File: config.mk
export PLATFORM = sky130hd
export DESIGN_NAME = elb_ctrl
export DESIGN_NICKNAME = d
export VERILOG_FILES = /design/src/hdl/elb_pkg.sv /design/src/hdl/elb_ctrl.sv
export SDC_FILE = /design/constraint.sdc
export NUM_CORES = 1
export LEC_CHECK = 0
export BUFFER_PORTS_ARGS = -buffer_cell sky130_fd_sc_hd__buf_2
export CAP_MARGIN = 20
export CORE_AREA = 2 2 39 41
export CTS_CLUSTER_SIZE = 40
export DETAILED_ROUTE_END_ITERATION = 10
export DIE_AREA = 0 0 41 43
export MAX_ROUTING_LAYER = met4
export PLACE_DENSITY = 0.73
export SETUP_SLACK_MARGIN = 0.3
export SYNTH_ARGS = -nofsm -noshare
export SYNTH_HDL_FRONTEND = slang
export SYNTH_SLANG_ARGS = --single-unit
File: constraint.sdc
create_clock -name clk -period 3.06 [get_ports clk]
set_input_delay 0.153 -clock clk [delete_from_list [all_inputs] [get_ports clk]]
set_output_delay 0.153 -clock clk [all_outputs]
set_load 0.02 [all_outputs]
File: src/hdl/elb_pkg.sv
// ============================================================================
// elb_pkg: shared types and constants for the endpoint load balancer
// Request codes, balancing modes and default sizes used by the controller,
// datapath and top level.
package elb_pkg;

  localparam int unsigned MaxEndpointsDef  = 128;
  localparam int unsigned ConnCountBitsDef = 16;

  localparam int unsigned ReqW      = 3;
  localparam int unsigned KeyW      = 32;
  localparam int unsigned SelIdxW   = 7;
  localparam int unsigned InUseW    = 8;
  localparam int unsigned ModeW     = 2;

  localparam logic [ReqW-1:0] REQ_ADD    = 3'd0;
  localparam logic [ReqW-1:0] REQ_REMOVE = 3'd1;
  localparam logic [ReqW-1:0] REQ_SELECT = 3'd2;
  localparam logic [ReqW-1:0] REQ_CONN   = 3'd3;
  localparam logic [ReqW-1:0] REQ_DISC   = 3'd4;
  localparam logic [ReqW-1:0] REQ_CLEAR  = 3'd5;

  localparam logic [ModeW-1:0] MODE_RR    = 2'd0;
  localparam logic [ModeW-1:0] MODE_LEAST = 2'd1;
  localparam logic [ModeW-1:0] MODE_HASH  = 2'd2;
  localparam logic [ModeW-1:0] MODE_FIRST = 2'd3;

  // Commands from the controller to the datapath, one strobe each.
  typedef struct packed {
    logic load;       // capture the request
    logic scan_init;  // clear scan index
    logic scan_step;  // compare entry at scan index, advance
    logic div_init;   // start remainder computation
    logic div_step;   // one restoring step
    logic shift_step; // move entry idx+1 down to idx
    logic append;     // write new key at count
    logic cnt_read;   // read count at found entry
    logic cnt_upd;    // update count at found entry
    logic sel_read;   // read key at chosen index
    logic finish;     // build result
  } elb_cmd_t;

  typedef struct packed {
    logic scan_done;  // scan index reached entry count
    logic found;      // key match seen
    logic div_done;
    logic shift_done;
  } elb_sts_t;

endpackage

File: src/hdl/elb_ctrl.sv
// ============================================================================
// elb_ctrl: request sequencer
// Walks each request through scan, remainder, shift, count update, read and result steps.
// ============================================================================
module elb_ctrl
  import elb_pkg::*;
(
  input  logic            clk,
  input  logic            rst_n,
  input  logic            in_fire,
  input  logic [ReqW-1:0] req,
  input  logic [ModeW-1:0] mode,
  input  logic            empty,
  input  logic            full,
  input  elb_sts_t        sts,
  input  logic            out_free,
  output logic            busy,
  output elb_cmd_t        cmd
);

  localparam logic [2:0] ST_IDLE  = 3'd0;
  localparam logic [2:0] ST_SCAN  = 3'd1;
  localparam logic [2:0] ST_DIV   = 3'd2;
  localparam logic [2:0] ST_SHIFT = 3'd3;
  localparam logic [2:0] ST_ACT   = 3'd4;
  localparam logic [2:0] ST_READ  = 3'd5;
  localparam logic [2:0] ST_DONE  = 3'd6;
  localparam logic [2:0] ST_UPD   = 3'd7;

  logic [2:0] state_r, state_nxt;

  always_ff @(posedge clk) begin
    if (!rst_n) state_r <= ST_IDLE;
    else        state_r <= state_nxt;
  end

  assign busy = (state_r != ST_IDLE);

  always_comb begin
    state_nxt = state_r;
    cmd = '0;
    case (state_r)
      ST_IDLE: begin
        if (in_fire) begin
          cmd.load = 1'b1;
          cmd.scan_init = 1'b1;
          cmd.div_init = 1'b1;
          state_nxt = ST_SCAN;
        end
      end
      ST_SCAN: begin
        // Selects scan only for least connections; round robin and hash
        // need the remainder, the first-entry mode reads entry 0 at once.
        if (req == REQ_SELECT) begin
          if (empty) state_nxt = ST_DONE;
          else if (mode == MODE_LEAST) begin
            if (sts.scan_done) state_nxt = ST_READ;
            else cmd.scan_step = 1'b1;
          end else if (mode == MODE_FIRST) state_nxt = ST_READ;
          else state_nxt = ST_DIV;
        end else if (req == REQ_ADD && full) begin
          state_nxt = ST_DONE;
        end else if (req == REQ_ADD || req == REQ_REMOVE || req == REQ_CONN ||
                     req == REQ_DISC) begin
          if (sts.scan_done || sts.found) state_nxt = ST_ACT;
          else cmd.scan_step = 1'b1;
        end else begin
          state_nxt = ST_DONE;
        end
      end
      ST_DIV: begin
        if (sts.div_done) state_nxt = ST_READ;
        else cmd.div_step = 1'b1;
      end
      ST_ACT: begin
        if (req == REQ_ADD) begin
          if (!sts.found) cmd.append = 1'b1;
          state_nxt = ST_DONE;
        end else if (req == REQ_REMOVE) begin
          state_nxt = sts.found ? ST_SHIFT : ST_DONE;
        end else if (sts.found) begin
          cmd.cnt_read = 1'b1;
          state_nxt = ST_UPD;
        end else begin
          state_nxt = ST_DONE;
        end
      end
      ST_UPD: begin
        cmd.cnt_upd = 1'b1;
        state_nxt = ST_DONE;
      end
      ST_SHIFT: begin
        // The step stays on through the last write; the datapath drops the
        // entry count on the cycle that reports completion.
        cmd.shift_step = 1'b1;
        if (sts.shift_done) state_nxt = ST_DONE;
      end
      ST_READ: begin
        cmd.sel_read = 1'b1;
        state_nxt = ST_DONE;
      end
      ST_DONE: begin
        if (out_free) begin
          cmd.finish = 1'b1;
          state_nxt = ST_IDLE;
        end
      end
      default: state_nxt = ST_IDLE;
    endcase
  end

endmodule

# Yosys cells after proc, flatten, opt, wreduce, memory -nomap -nowiden
# Cells that the tools add are included.
[totals]
reg_bits = 3
latchBits = 0
mem_bits_rw = 0
mem_bits_ro = 0
output_inout_bits = 12
wordCells = 72
memories = 0
[classes]
addsub = 0
n_mul = 0
n_div = 0
n_lt_le_gt_ge = 0
eq_ne = 19
n_shift = 0
n_mux = 42
bitwise = 0
reduce_logical = 10
[op_table]
columns = ["op", "n"]
rows = [
  ["3-bit 2-to-1 mux", 15],
  ["1-bit 2-to-1 mux", 23],
  ["3-bit one-hot mux with 7 select lines", 1],
  ["3-bit equality test (second input constant)", 5],
  ["3-bit by 2-bit equality test with 1-bit output (second input constant)", 4],
  ["5-bit inequality test (second input constant)", 2],
  ["2-bit inequality test (second input constant)", 4],
  ["3-bit by 1-bit equality test with 1-bit output (second input constant)", 2],
  ["3-bit zero test", 2],
  ["2-bit 2-to-1 mux", 3],
  ["6-bit AND reduction", 1],
  ["1-bit logical OR", 4],
  ["3-bit nonzero test", 1],
  ["2-bit by 1-bit equality test with 1-bit output (second input constant)", 1],
  ["2-bit equality test (second input constant)", 1],
  ["2-bit OR reduction", 1],
  ["1-bit logical AND", 1],
]

# Depth between registers and ports, before layout
# Gate-level depths: netlist of run 1.
[logic_depth]
word_depth = 8
ltp_mapped = 6
ltp_nobuf = 5

# Least setup slack after synthesis of run 1
# Ideal clock, no wire load.
[synth_path]
path_kind = "register to output"
from = "register state_r[1]"
to = "output port cmd[10] (netlist bit)"
arrival_ns = 1.453
required_time_ns = 2.907
path_slack_ns = 1.454
stages_incl_launch_ff = 5
path_buffers = 2
path_cell_list = "dfxtp_1 buf_6 or3_4 nor2_1 buf_4"
[synth_rtl]
columns = ["item", "line", "text"]
rows = [
  ["from (decl)", "elb_ctrl.sv:30", "logic [2:0] state_r, state_nxt;"],
  ["from (signal assigned)", "elb_ctrl.sv:34", "else state_r <= state_nxt;"],
  ["to (decl)", "elb_ctrl.sv:18", "output elb_cmd_t cmd"],
]

==> out/summary.txt, run 1 <==
Worst-case reg-to-reg path depth: 5
# fillers: 174
Overall Power: 0.000456 W
Top FF cell, synth: dfxtp_1
FF+latch count, synth: 3
Power share of the clock group: 15.0%
Hold Path Sink: state_r[2]
First-pass GRT wire length: 1.71 mm
Worst Tran Pin Value: 0.384 ns
Synth Cell Area: 425 um^2
CTS buffer count: 3
Hold path cells: 2
Worst-Skew Late Latency: 0.23 ns
Final min period: 1.80 ns
Row cnt: 14
F_max: 555 MHz
Final setup fails: 0
CP peak stage delay: 0.54 ns
Dpl hpwl: 824 um
Net switching power figure: 0.000229 W
Switching Share: 50.2%
RD Place Congestion: 0.869
Hold_buf cts: 0
Initial antenna violation count: 0
Drt via density: 4.85
Detailed Routing Iterations Pass 1: 2
Most frequent cells in the layout: buf_2, nor2_1, nand2b_1, nor3_1
Fin Setup TNS: 0 ns
Synth top area cells: dfxtp_1, nor4b_2, o2bb2ai_4
Sequential group share of total power: 24.1%
Largest reg by FF count: state_r
Top Family by Delay on Critical Path: flip-flops
Avg Cell Area, Syn: 7.73 um^2
Post-Syn Nets: 70
Layout cells sized above 1: 46.3%
Critical Path End Type: output pin
Clock skew: 0.000541 ns
Critical path arrival: 1.65 ns
Post-synthesis sequential area ratio: 14.1%
Setup CP Type: reg2out
Critical Path Source Type: flop
Post-Route WL: 1.06 mm
Post-place setup slack: 1.39 ns
Post-layout nets: 96
Total Routing Usage GR: 13.8%
CTS tree: done
Layout area overhead: 32.4%
Worst EP required: 2.91 ns
Worst setup margin: 1.26 ns
Clk sinks: 3
Synth Warn #: 0
Core area: 1380 um^2
Static Leakage: 0.262 nW
EDFF count, synth: 0
FF-to-FF End: state_r[0]
Int Pwr: 0.000227 W
Post-synthesis instance total: 55
Final Cycle Share: 58.9%
Critical-path cell list: nor4b_2, nand2b_1, o21ai_4, buf_2
Vias in the first global route: 436
Clock-pin slew on the worst setup and hold paths: 0.04 ns
Fin Hold WS: 0.187 ns
Die X: 41 um
Commonest non-fill, non-tap cell in the layout: buf_2
Slowest cell on crit path: dfxtp_1
Yosys cell types: 30
Synth async-reset ratio: 0%
VDD IR max: 0.208 mV
DRC viols: 0
Die ar.: 1760 um^2
Cell Pwr Density: 809 nW/um^2
CTS resizes: 0
DRT iter0 DRCs: 8
Final core utilization: 40.7%
Clock buffer depth: 2
Vias: 466
Hold Path Class: in2reg
Yosys top cell area share: 14.1%
H-Tree Level Count: 1
Crit path from: state_r[0]
RR Startpoint: state_r[0]
Largest net degree at the start of global routing: 14
Crit-path max FO: 13
Postcts setup bufs: 0
IO Port Bufs: 26
Regs by FF count: state_r: 3 flops
Max reg flops: 3
Reg2reg setup slack: 1.38 ns
GR Overflow Total: 0
Initial Util: 30.7%
Antenna Nets Post-Route: 0
Final Hold Viols: 0
WP buf/inv: 1
I/O Pins: 27
Yosys top cell by area: dfxtp_1
Routed wire per std cell: 11.1 um
Die Span Y: 43 um
Max-Cap Viols: 0
Slew margin rel.: 74.4%
Hold wc startpoint: rst_n
Antenna cells: 0
Max-slew violation count: 0
Setup repair after global routing missed its margin: no
Outcome: completed
CTS root buf: clkbuf_4
Combinational power share: 60.9%
-- layer usage --
metal  vias to the layer above  GRT usage (%)  wire (um)
met4                         0           5.33          0
met1                       197           18.2        481
met5                         -              -          0
li1                        248              -          -
met3                         0           1.57         80
met2                        21           20.6        500
-- power groups by stage --
stage,clock [W],sequential (W),combinational [W]
3_5_place_dp,0,0.000108,0.000278
3_3_place_gp,0,0.000108,0.000274
6_report,0.0000686,0.000110,0.000277
4_1_cts,0.0000718,0.000109,0.000279
5_1_grt,0.0000760,0.000114,0.000307
2_1_floorplan,0,0.0000675,0.000279
-- how the worst max path moves through the flow --
| stage | to | slack (ns) | cells after the start |
|---|---|---|---|
| 4_1_cts | cmd[8] | 1.24 | 4 |
| 3_5_place_dp | state_r[0] | 1.39 | 5 |
| 5_1_grt | cmd[8] | 1.16 | 4 |
| 3_3_place_gp | state_r[0] | 1.45 | 5 |
| 6_report | cmd[8] | 1.26 | 4 |
| 2_1_floorplan | cmd[10] | 1.45 | 4 |
-- worst register-to-register path: cells and delay by family, from the launching register on --
kind             cells  cell delay (ns)
AO/OA/AOI/OAI        3             0.60
flip-flops           1             0.54
multiplexers         1             0.38
AND/OR/NAND/NOR      1             0.08
-- layout make-up --
cell class,count,area (um^2),share of cell area [%]
multi-input cells,44,315,56.0
repair buffers,26,130,23.1
well taps,16,20.0,3.56
flip-flops and latches,3,60.1,10.7
clock buffers,4,26.3,4.67
inverters,3,11.3,2.00
-- cells by family after synthesis --
kind of cell | share of synthesized area (%)
simple gates | 44.1
compound gates | 27.4
buf+inv | 11.8
flops | 14.1
mux | 2.65
-- stage by stage --
step | instances | instance area (um^2)
floorplan | 55 | 425
finish | 96 | 563
global placement | 92 | 537
detailed placement | 92 | 537
global route | 96 | 563
CTS | 96 | 563
-- synth_stat cells, types with 2 or more instances --
master	count
nor2_1	7
nand2b_1	4
nor3_1	4
buf_4	3
dfxtp_1	3
inv_1	3
nand2_1	3
o21ai_0	3
a21oi_1	2
nand3_1	2
nor4b_2	2
Note: power is estimated with default switching activity, not from simulation.
==> run 2: changes to the inputs <==
ABC_AREA = 1   (was unset)
PLACE_DENSITY = 0.75   (was 0.73)
clock period = 1.8 ns   (was 3.06 ns; I/O delays follow)
==> run 2 against run 1 <==
Against the previous run: hold slack got worse by 0.087 ns; critical path type unchanged; setup slack worse by 0.89 ns; non-clock buffer count stayed put; via count grew 27%; first-iteration DRC count increased by 63%; die area did not move.
==> out/summary.txt, run 2 <==
Layout area overhead: 41.7%
DRT iter0 DRCs: 13 (+5)
Core area: 1380 um^2 (unchanged)
H-Tree Level Count: 1 (unchanged)
Detailed Routing Iterations Pass 1: 4 (+2)
Simple-Gate Fraction of Synth Area: 63.3% (+19 points)
Initial antenna violation count: 0 (unchanged)
Critical Path Source Type: flop
Yosys top cell by area: nor2_1
Post-Synth Adder-Cell Area: 0% (unchanged)
Final min period: 1.43 ns
Yosys top cell area share: 15.1% (+1.0 points)
Synth async-reset ratio: 0% (unchanged)
First-pass GRT wire length: 1.72 mm (+0.41%)
Worst Tran Pin Value: 0.210 ns (-0.174 ns)
Largest reg by FF count: state_r
FF+latch count, synth: 3 (unchanged)
CP peak stage delay: 0.41 ns (-0.13 ns)
Most frequent cells in the layout: buf_2, nor2_1, inv_1
Critical Path End Type: output pin
Mux contribution to synthesized area: 0% (-2.6 points)
Slowest cell on crit path: dfxtp_2
Initial Util: 32.3% (+1.5 points)
GR Overflow Total: 0 (unchanged)
Drt via density: 4.55 (-6.2%)
Routed wire per std cell: 8.46 um (-24%)
Row cnt: 14 (unchanged)
CTS buffer count: 3 (unchanged)
Dpl hpwl: 903 um (+9.7%)
Setup repair after global routing missed its margin: yes
CTS root buf: clkbuf_4
Post-Syn Nets: 101 (+44%)
Hold Path Class: in2reg
Die X: 41 um (unchanged)
Total Routing Usage GR: 14.3% (+0.51 points)
Outcome: completed
Die ar.: 1760 um^2 (unchanged)
Clock skew: 0.00289 ns (+0.00234 ns)
Sequential group share of total power: 21.3% (-2.8 points)
Worst-Skew Late Latency: 0.23 ns (about the same)
Fin Setup TNS: 0 ns (unchanged)
WP buf/inv: 2 (+1)
Synth Warn #: 0 (unchanged)
Synth top area cells: nor2_1, dfxtp_1, nand3_1
Crit-path max FO: 7 (-6)
Static Leakage: 0.394 nW (+51%)
# fillers: 163 (-6.3%)
F_max: 699 MHz
Critical-path cell list: inv_1, nor3_4, nand3_1, a31oi_1, buf_2
Post-synthesis instance total: 86 (+56%)
Net switching power figure: 0.000408 W (+79%)
Layout cells sized above 1: 38.6% (-7.7 points)
Most frequent cell after synthesis: nor2_1
Hold_buf cts: 0 (unchanged)
IO Port Bufs: 26 (unchanged)
RD Place Congestion: 0.837 (-3.7%)
Max-Cap Viols: 0 (unchanged)
Final Cycle Share: 79.4%
Commonest non-fill, non-tap cell in the layout: buf_2
Antenna cells: 0 (unchanged)
Final setup fails: 0 (unchanged)
Regs by FF count: state_r: 3 flops
DP Area: 582 um^2 (+8.4%)
Slew margin rel.: 86.0% (+12 points)
Switching Share: 53.1% (+3.0 points)
Largest net degree at the start of global routing: 8 (-6)
Worst EP required: 1.71 ns (-1.20 ns)
Post-Route WL: 1.10 mm (+3.6%)
Clk sinks: 3 (unchanged)
Top Family by Delay on Critical Path: flip-flops
Compound-Gate Fraction of Synth Area: 5.60% (-22 points)
Largest family of logic cells by synthesized area: simple AND/OR/NAND/NOR gates
Avg Cell Area, Syn: 5.19 um^2 (-33%)
EDFF count, synth: 0 (unchanged)
CTS tree: done
Clock-pin slew on the worst setup and hold paths: 0.04 ns (about the same)
Yosys cell types: 19 (-37%)
Combinational power share: 63.3% (+2.4 points)
Post-synth top cells: nor2_1, inv_1, nand2_1, nand3_1
Vias: 592 (+27%)
Final Hold Viols: 0 (unchanged)
Clock buffer depth: 2 (unchanged)
Post-Synth XOR/XNOR Area: 0% (unchanged)
Cell Pwr Density: 1210 nW/um^2 (+50%)
I/O Pins: 27 (unchanged)
Max-slew violation count: 0 (unchanged)
Vias in the first global route: 478 (+9.6%)
Setup CP Type: reg2out
Top FF cell, synth: dfxtp_1
Post-synthesis sequential area ratio: 13.4% (-0.67 points)
Synth Cell Area: 447 um^2 (+5.0%)
Die Span Y: 43 um (unchanged)
Power share of the clock group: 15.4% (+0.4 points)
Antenna Nets Post-Route: 0 (unchanged)
Post-layout nets: 130 (+35%)
Critical path arrival: 1.34 ns (-0.31 ns)
Post-route design area: 633 um^2 (+12%)
Max reg flops: 3 (unchanged)
Int Pwr: 0.000360 W (+59%)
DRC viols: 0 (unchanged)
VDD IR max: 0.486 mV (+130%)
## run 2: cell count changes after synthesis, sizes merged, moves of 3 or more
cell	delta
buf	-3
inv	+14
nand2	+17
nand2b	-4
nand3	+10
nand4	+3
nor2	+13
o21ai	-3
## run 2: final cells by class
class | instances | area, um^2 | area share (%)
Multi-Input combinational cell | 64 | 329 | 52.0
Timing Repair Buffer | 26 | 130 | 20.6
Inverter | 17 | 63.8 | 10.1
Sequential cell | 3 | 63.8 | 10.1
Tap cell | 16 | 20.0 | 3.16
Clock buffer | 4 | 26.3 | 4.15
## run 2: worst reg2reg max path, delay by kind of cell, from the launching register on
family | cells | cell delay, ns
buffers and inverters | 1 | 0.11
and+or+nand+nor | 8 | 0.63
DFF | 1 | 0.42
## run 2: cell families (layout without fill, tap and decap cells)
kind of cell | Yosys count | count (layout)
AND/OR/NAND/NOR | 60 | 60
flip-flops | 3 | 3
AO/OA/AOI/OAI | 4 | 4
buffers and inverters | 19 | 47
## run 2: repair_timing
item,CTS,global route
setup endpoints to repair,3,3
setup buffers,0,0
cloned,0,0
gates resized for setup,2,6
## run 2: metal layers
metal / GRT usage (%) / vias up / routed length, um
li1: - / 323 / -
met1: 16.6 / 245 / 499
met2: 22.5 / 24 / 535
met3: 3.14 / 0 / 65
met4: 6.00 / 0 / 0
met5: - / - / 0
## run 2: power by group through the flow
stage	registers (W)	clock network (W)	logic [W]
CTS	0.000145	0.000122	0.000476
detailed placement	0.000141	0	0.000470
floorplan	0.000131	0	0.000379
finish	0.000163	0.000119	0.000487
global placement	0.000140	0	0.000465
global route	0.000167	0.000130	0.000551
## run 2: worst paths after layout
path                                   end  startpoint  slack, ns  cells past startpoint
worst max-delay path                cmd[3]  state_r[2]       0.37                      5
worst min-delay path            state_r[1]       rst_n       0.10                      3
worst max register to register  state_r[1]  state_r[0]       0.51                      9
worst min register to register  state_r[2]  state_r[2]       0.62                      2
## run 2: stage by stage
step	setup WS, ns	total power (W)	util, %	hold WS [ns]	cells
finish	0.370	0.000769	45.8	0.100	130
floorplan	0.337	0.000509	-	0.210	86
global route	0.277	0.000848	45.8	0.116	130
CTS	0.257	0.000742	44.5	0.0971	130
detailed placement	0.413	0.000611	42.0	0.340	126
global placement	0.428	0.000605	42.0	0.330	126
